===== src/rtl/spinv_pkg.sv =====
package spinv_pkg;

    localparam int CordicSteps = 16;
    localparam logic signed [33:0] CordicGain = 34'sd652032874;
    localparam logic signed [15:0] QuarterTurn = 16'sd16384;

    localparam logic signed [31:0] Sat32Max = 32'sh7FFF_FFFF;
    localparam logic signed [31:0] Sat32Min = -32'sh7FFF_FFFF - 32'sd1;

    typedef logic signed [31:0] q16_t;
    typedef logic signed [18:0] trig_t;

    // One input word unpacked.
    typedef struct packed {
        q16_t               pos_x;
        q16_t               pos_y;
        logic signed [15:0] heading;
        q16_t               var_xx;
        q16_t               var_yy;
        q16_t               var_hh;
        q16_t               cov_xy;
        q16_t               cov_xh;
        q16_t               cov_yh;
    } pose_t;

    // One result word unpacked.
    typedef struct packed {
        q16_t               inv_x;
        q16_t               inv_y;
        logic signed [15:0] inv_heading;
        q16_t               out_var_xx;
        q16_t               out_var_yy;
        q16_t               out_var_hh;
        q16_t               out_cov_xy;
        q16_t               out_cov_xh;
        q16_t               out_cov_yh;
        logic               overflow;
    } result_t;

    function automatic logic signed [33:0] atan_turn(input logic [3:0] i);
        logic signed [33:0] r;
        begin
            unique case (i)
                4'd0:  r = 34'sh20000000;
                4'd1:  r = 34'sh12E4051E;
                4'd2:  r = 34'sh09FB385B;
                4'd3:  r = 34'sh051111D4;
                4'd4:  r = 34'sh028B0D43;
                4'd5:  r = 34'sh0145D7E1;
                4'd6:  r = 34'sh00A2F61E;
                4'd7:  r = 34'sh00517C55;
                4'd8:  r = 34'sh0028BE53;
                4'd9:  r = 34'sh00145F2F;
                4'd10: r = 34'sh000A2F98;
                4'd11: r = 34'sh000517CC;
                4'd12: r = 34'sh00028BE6;
                4'd13: r = 34'sh000145F3;
                4'd14: r = 34'sh0000A2FA;
                default: r = 34'sh0000517D;
            endcase
            return r;
        end
    endfunction

endpackage


===== src/rtl/spinv_cordic.sv =====
// Pipelined CORDIC, one rotation per stage, with an enable that freezes all stages.
module spinv_cordic
    import spinv_pkg::*;
(
    input  logic                clk,
    input  logic                en,
    input  logic signed [15:0]  heading,
    output trig_t               cos_q,
    output trig_t               sin_q
);

    logic signed [33:0] x_reg [CordicSteps+1];
    logic signed [33:0] y_reg [CordicSteps+1];
    logic signed [33:0] z_reg [CordicSteps+1];
    logic               fold_reg [CordicSteps+1];
    logic signed [15:0] ang;
    logic               fold;
    logic signed [34:0] xr;
    logic signed [34:0] yr;

    always_comb
    begin
        ang  = heading;
        fold = 1'b0;
        if (heading > QuarterTurn)
        begin
            ang  = heading - 16'sh8000;
            fold = 1'b1;
        end
        else if (heading < -QuarterTurn)
        begin
            ang  = heading + 16'sh8000;
            fold = 1'b1;
        end
    end

    always_ff @(posedge clk)
    begin
        if (en)
        begin
            x_reg[0]    <= CordicGain;
            y_reg[0]    <= '0;
            z_reg[0]    <= {{2{ang[15]}}, ang, 16'd0};
            fold_reg[0] <= fold;
        end
    end

    for (genvar i = 0; i < CordicSteps; i++)
    begin : g_step
        logic signed [33:0] dx;
        logic signed [33:0] dy;
        assign dx = y_reg[i] >>> i;
        assign dy = x_reg[i] >>> i;
        always_ff @(posedge clk)
        begin
            if (en)
            begin
                fold_reg[i+1] <= fold_reg[i];
                if (!z_reg[i][33])
                begin
                    x_reg[i+1] <= x_reg[i] - dx;
                    y_reg[i+1] <= y_reg[i] + dy;
                    z_reg[i+1] <= z_reg[i] - atan_turn(4'(i));
                end
                else
                begin
                    x_reg[i+1] <= x_reg[i] + dx;
                    y_reg[i+1] <= y_reg[i] - dy;
                    z_reg[i+1] <= z_reg[i] + atan_turn(4'(i));
                end
            end
        end
    end

    assign xr = (35'(x_reg[CordicSteps]) + 35'sd8192) >>> 14;
    assign yr = (35'(y_reg[CordicSteps]) + 35'sd8192) >>> 14;
    assign cos_q = fold_reg[CordicSteps] ? -trig_t'(xr) : trig_t'(xr);
    assign sin_q = fold_reg[CordicSteps] ? -trig_t'(yr) : trig_t'(yr);

endmodule


===== config.mk =====
export PLATFORM = sky130hd
export DESIGN_NAME = spinv_cordic
export DESIGN_NICKNAME = d
export VERILOG_FILES = /design/src/rtl/spinv_pkg.sv /design/src/rtl/spinv_cordic.sv
export SDC_FILE = /design/constraint.sdc
export NUM_CORES = 2
export LEC_CHECK = 0
export ABC_CLOCK_PERIOD_IN_PS = 6800
export CORE_AREA = 2 2 556 558
export DETAILED_ROUTE_END_ITERATION = 8
export DIE_AREA = 0 0 558 560
export DONT_BUFFER_PORTS = 1
export GPL_TIMING_DRIVEN = 0
export PLACE_DENSITY_LB_ADDON = 0.25
export SYNTH_ARGS = -nofsm -noshare
export SYNTH_HDL_FRONTEND = slang
export SYNTH_SLANG_ARGS = --single-unit

===== constraint.sdc =====
create_clock -name clk -period 6.8 [get_ports clk]
set_input_delay 1.7 -clock clk [delete_from_list [all_inputs] [get_ports clk]]
set_output_delay 1.7 -clock clk [all_outputs]
set_load 0.01 [all_outputs]

==> flow_summary.yaml <==
run_status:
  outcome: "finished clean"
timing:
  report.final.hold_viol_count: 0
  slew_violations: 0
  fin_hold_ws_ns: 0.4014
  finalSetupViolCount: 0
  timing.clock.skew_ns: 0.09003
  worstMarginPinSlew_ns: 1.273
  timing.final.crit_period_ns: 6.608
  postLayoutSetupSlackWorst_ns: 0.1923
  maxClockFrequency_mhz: 151.3
  rsz0062_at_grt: "false"
  max-slew-margin-rel_pct: 15.11
  min_period_over_period_pct: 97.17
layout:
  utilization_pct: 43.45
  largest_register_ff_count: 497
  nNetsFinal: 14380
  drive_above_1_share_pct: 3.809
  area_growth_pct: 9.394
  fillerInstances: 29710
logic_synthesis:
  number_of_warning_messages_in_the_yosys_log: 0
  synth_enable_flop_cells: 1434
  synth_nets: 14190
  netlist_instances: 12750
  post-synth-top-area-fraction_pct: 35.30
  netlist_top_cells_area: "sky130_fd_sc_hd__edfxtp_1 (35%), sky130_fd_sc_hd__ha_1 (14%), sky130_fd_sc_hd__xnor2_1 (8.9%)"
  synth_top_area_cell: "sky130_fd_sc_hd__edfxtp_1"
  synth_sequential_area_ratio_pct: 35.30
  mappedNetlistArea_sq_mm: 0.1220
  ys_ff_latch: 1434
  yosys.cell_types.count: 100
  synth_flop_cell: "sky130_fd_sc_hd__edfxtp_1"
  syn_avg_cell_area_sq_um: 9.567
  synth_async_sr_flop_share_pct: 0
worst_setup_path:
  path_cells: "clkbuf_4 -> nand2_2 -> clkinv_1 -> clkbuf_2 -> nor2_1 -> xor2_1 -> ha_1 -> a21o_1 -> a21oi_1 -> o21bai_1 -> a21oi_1 -> o41a_1 -> a211oi_1 -> a221o_1 -> a311oi_1 -> o2bb2ai_1 -> o31ai_1 -> xor2_1"
  critical_path_peak_fanout: 37
  worstPathBufferInverterCount: 3
  r2r_start: "x_reg[6][9]$_DFFE_PP_"
  critPathMaxStageDelay_ns: 0.56
  startpoint: "en"
  worst_path_dominant_cell_family: "compound AO/OA/AOI/OAI gates"
  standard_cell_with_the_maximum_stage_delay_on_the_critical_path: "sky130_fd_sc_hd__a311oi_1"
  worstSetupStartpointType: "primary input"
  setup.worst_path.class: "primary input to flip-flop"
  arrival_ns: 7.24
  worst_setup_path_end_kind: "flip-flop"
  critical_path_required_ns: 7.44
detailed_routing:
  via_count: 93980
  post_drt_via_cell_ratio: 5.465
  drt_iter0_markers: 5655
  route.detailed.drc: 0
  drt_pre_antenna_iters: 6
  detail-route-antenna-nets: 0
  drt-wirelength-per-cell_um: 18.04
  route.final.wire_length_um: 310100
clocking:
  clock-sinks: 1434
  cts_tree: "yes"
  ctsRootBufferMaster: "sky130_fd_sc_hd__clkbuf_16"
  cts_hold_repair.buffers: 0
  clk_path_buf_depth: 4
  cts-buffers-inserted: 173
  clk_pin_slew_ns: 0.06
  htreeDepth: 4
  post-cts-setup-buffer-count: 0
  insertion_delay_ns: 0.87
die:
  chipHeight_um: 560
  core_area_sq_mm: 0.3071
  ios: 56
  row_count: 204
  effective_utilization_at_floorplan_pct: 39.72
  fp.dieArea_sq_mm: 0.3125
  die_x_um: 558
place:
  io_buffer_count: 0
  globalplace.congestion: 0.9183
  dp_worst_setup_slack_ns: -2.832
  place.detailed.hpwl_um: 250500
global_routing:
  grt_antenna_before_repair: 5
  maximum_number_of_pins_on_one_net_before_global_route_repair: 71
  grt_use_total_pct: 19.29
  global_route.overflow_total: 0
  vias_in_the_first_global_route: 89730
  grt_pass1_wl_um: 490200
hold_path:
  timing.hold.worst.class: "flip-flop to flip-flop"
  timing.hold.worst.start: "z_reg[10][2]$_DFFE_PP_"
flow_run:
  max_cap_viol_count: 0
==> worst reg2reg max path, cell delays in order (launching register included) <==
cell	delay [ns]
sky130_fd_sc_hd__edfxtp_1	0.48
sky130_fd_sc_hd__or3_1	0.42
sky130_fd_sc_hd__or3b_2	0.50
sky130_fd_sc_hd__nor3_1	0.67
sky130_fd_sc_hd__a21oi_1	0.17
sky130_fd_sc_hd__xnor2_1	0.34
sky130_fd_sc_hd__ha_1	0.34
sky130_fd_sc_hd__a21oi_1	0.15
sky130_fd_sc_hd__o21ai_0	0.23
sky130_fd_sc_hd__a21o_1	0.25
sky130_fd_sc_hd__nand2_1	0.06
sky130_fd_sc_hd__o31ai_1	0.10
sky130_fd_sc_hd__o41ai_1	0.51
sky130_fd_sc_hd__o21ai_1	0.29
sky130_fd_sc_hd__a21oi_1	0.47
sky130_fd_sc_hd__o21ai_0	0.25
sky130_fd_sc_hd__a221oi_1	0.35
sky130_fd_sc_hd__xnor2_1	0.13
==> per-layer routing <==
metal  GRT usage (%)  part of all wire (%)  vias to the layer above
li1                -                     -                    47800
met1           23.75                    43                    44060
met2           35.15                    50                     1702
met3           1.797                   3.3                      423
met4           6.017                   3.1                        0
met5               0                     0                        -
==> cells in the final DEF, fill, tap and decap left out, types with 31 or more instances in the layout <==
master and instances:
sky130_fd_sc_hd__and3_1 121, sky130_fd_sc_hd__o31a_1 32, sky130_fd_sc_hd__a21boi_0 73, sky130_fd_sc_hd__and2_1 60
sky130_fd_sc_hd__clkbuf_1 157, sky130_fd_sc_hd__clkbuf_16 175, sky130_fd_sc_hd__or2_2 50, sky130_fd_sc_hd__nand2_1 767
sky130_fd_sc_hd__a21oi_1 1261, sky130_fd_sc_hd__o31ai_1 152, sky130_fd_sc_hd__xor2_1 610, sky130_fd_sc_hd__nand4_1 82
sky130_fd_sc_hd__nand3_1 235, sky130_fd_sc_hd__inv_1 544, sky130_fd_sc_hd__a211oi_1 109, sky130_fd_sc_hd__a21o_1 593
sky130_fd_sc_hd__xnor2_1 1238, sky130_fd_sc_hd__edfxtp_1 1434, sky130_fd_sc_hd__o21bai_1 187, sky130_fd_sc_hd__o211ai_1 63
sky130_fd_sc_hd__a31oi_1 129, sky130_fd_sc_hd__fa_1 42, sky130_fd_sc_hd__mux2i_1 60, sky130_fd_sc_hd__a211o_1 31
sky130_fd_sc_hd__nor2b_1 187, sky130_fd_sc_hd__ha_1 1377, sky130_fd_sc_hd__o21ai_0 674, sky130_fd_sc_hd__o41ai_1 47
sky130_fd_sc_hd__nand2b_1 185, sky130_fd_sc_hd__nor3_1 297, sky130_fd_sc_hd__mux2_2 43, sky130_fd_sc_hd__nor4_1 82
sky130_fd_sc_hd__o21a_1 190, sky130_fd_sc_hd__or4_1 38, sky130_fd_sc_hd__or3_1 120, sky130_fd_sc_hd__nor2_1 974
sky130_fd_sc_hd__clkinv_1 31
==> final timing paths <==
check             cells after the start                 endpoint  slack, ns
setup reg to reg                     17   y_reg[7][33]$_DFFE_PP_       0.79
hold reg to reg                       0   z_reg[11][2]$_DFFE_PP_       0.40
setup / recovery                     18  x_reg[12][32]$_DFFE_PP_       0.19
hold / removal                        0   z_reg[11][2]$_DFFE_PP_       0.40
==> Yosys cell counts (20+ instances only) <==
master / n
sky130_fd_sc_hd__mux2i_1: 60
sky130_fd_sc_hd__a31oi_1: 129
sky130_fd_sc_hd__o31a_1: 32
sky130_fd_sc_hd__and3_1: 121
sky130_fd_sc_hd__a211oi_1: 110
sky130_fd_sc_hd__nand2b_1: 185
sky130_fd_sc_hd__nor4_1: 82
sky130_fd_sc_hd__o21bai_1: 187
sky130_fd_sc_hd__nor2_1: 974
sky130_fd_sc_hd__a21boi_0: 73
sky130_fd_sc_hd__edfxtp_1: 1434
sky130_fd_sc_hd__a311oi_1: 23
sky130_fd_sc_hd__a2111oi_0: 23
sky130_fd_sc_hd__clkbuf_1: 167
sky130_fd_sc_hd__o21ai_0: 676
sky130_fd_sc_hd__or4_1: 38
sky130_fd_sc_hd__nand2_1: 776
sky130_fd_sc_hd__or3_1: 120
sky130_fd_sc_hd__ha_1: 1377
sky130_fd_sc_hd__a21o_1: 593
sky130_fd_sc_hd__nor3_1: 297
sky130_fd_sc_hd__o211ai_1: 63
sky130_fd_sc_hd__buf_1: 28
sky130_fd_sc_hd__nand3b_1: 22
sky130_fd_sc_hd__o311ai_0: 22
sky130_fd_sc_hd__mux2_2: 43
sky130_fd_sc_hd__o41ai_1: 49
sky130_fd_sc_hd__fa_1: 42
sky130_fd_sc_hd__nor2b_1: 187
sky130_fd_sc_hd__xnor2_1: 1238
sky130_fd_sc_hd__inv_1: 548
sky130_fd_sc_hd__and4_1: 30
sky130_fd_sc_hd__or2_2: 50
sky130_fd_sc_hd__a21oi_1: 1261
sky130_fd_sc_hd__nor3b_1: 29
sky130_fd_sc_hd__a41oi_1: 21
sky130_fd_sc_hd__o2111ai_1: 20
sky130_fd_sc_hd__xor2_1: 610
sky130_fd_sc_hd__nand4_1: 82
sky130_fd_sc_hd__nand3_1: 235
sky130_fd_sc_hd__and2_1: 60
sky130_fd_sc_hd__a31o_2: 21
sky130_fd_sc_hd__a211o_1: 31
sky130_fd_sc_hd__o31ai_1: 152
sky130_fd_sc_hd__o21a_1: 190
==> cells by family after synthesis <==
family | share of synthesized area [%]
AO/OA/AOI/OAI | 20.10
AND/OR/NAND/NOR | 13.29
XOR/XNOR | 13.27
flip-flops | 35.30
adder cells (fa/ha/maj) | 14.81
buffers and inverters | 2.338
multiplexers | 0.8894
==> repair_timing <==
| item | 4_1_cts | 5_1_grt |
|---|---|---|
| gates cloned | 0 | 0 |
| gates resized for setup | 27 | 42 |
| endpoints found under the hold margin | 0 | 0 |
| setup endpoints to repair | 362 | 56 |
==> stage by stage <==
step / setup TNS, ns / std cells / area (sq um)
CTS: 0 / 17200 / 133400
finish: 0 / 17200 / 133400
floorplan: 0 / 12750 / 122000
global route: 0 / 17200 / 133400
global placement: -3093.59 / 16870 / 127100
detailed placement: -715.31 / 16890 / 127700
==> final cells by class <==
cell class                 instances  area (sq um)  share of cell area, %
antenna                            2         5.005               0.003751
tap                             4120          5155                  3.863
clock inverter                    99          1131                 0.8477
sequential                      1434         43060                  32.27
inverter                         556          2102                  1.575
buffer                           193         875.8                 0.6564
multi-input combinational      10560         76110                  57.04
timing repair buffer              19         475.5                 0.3563
clock buffer                     211          4514                  3.383
Power is not shown: default switching activity piles up to over one toggle a cycle in this logic, so the estimate is an artifact.
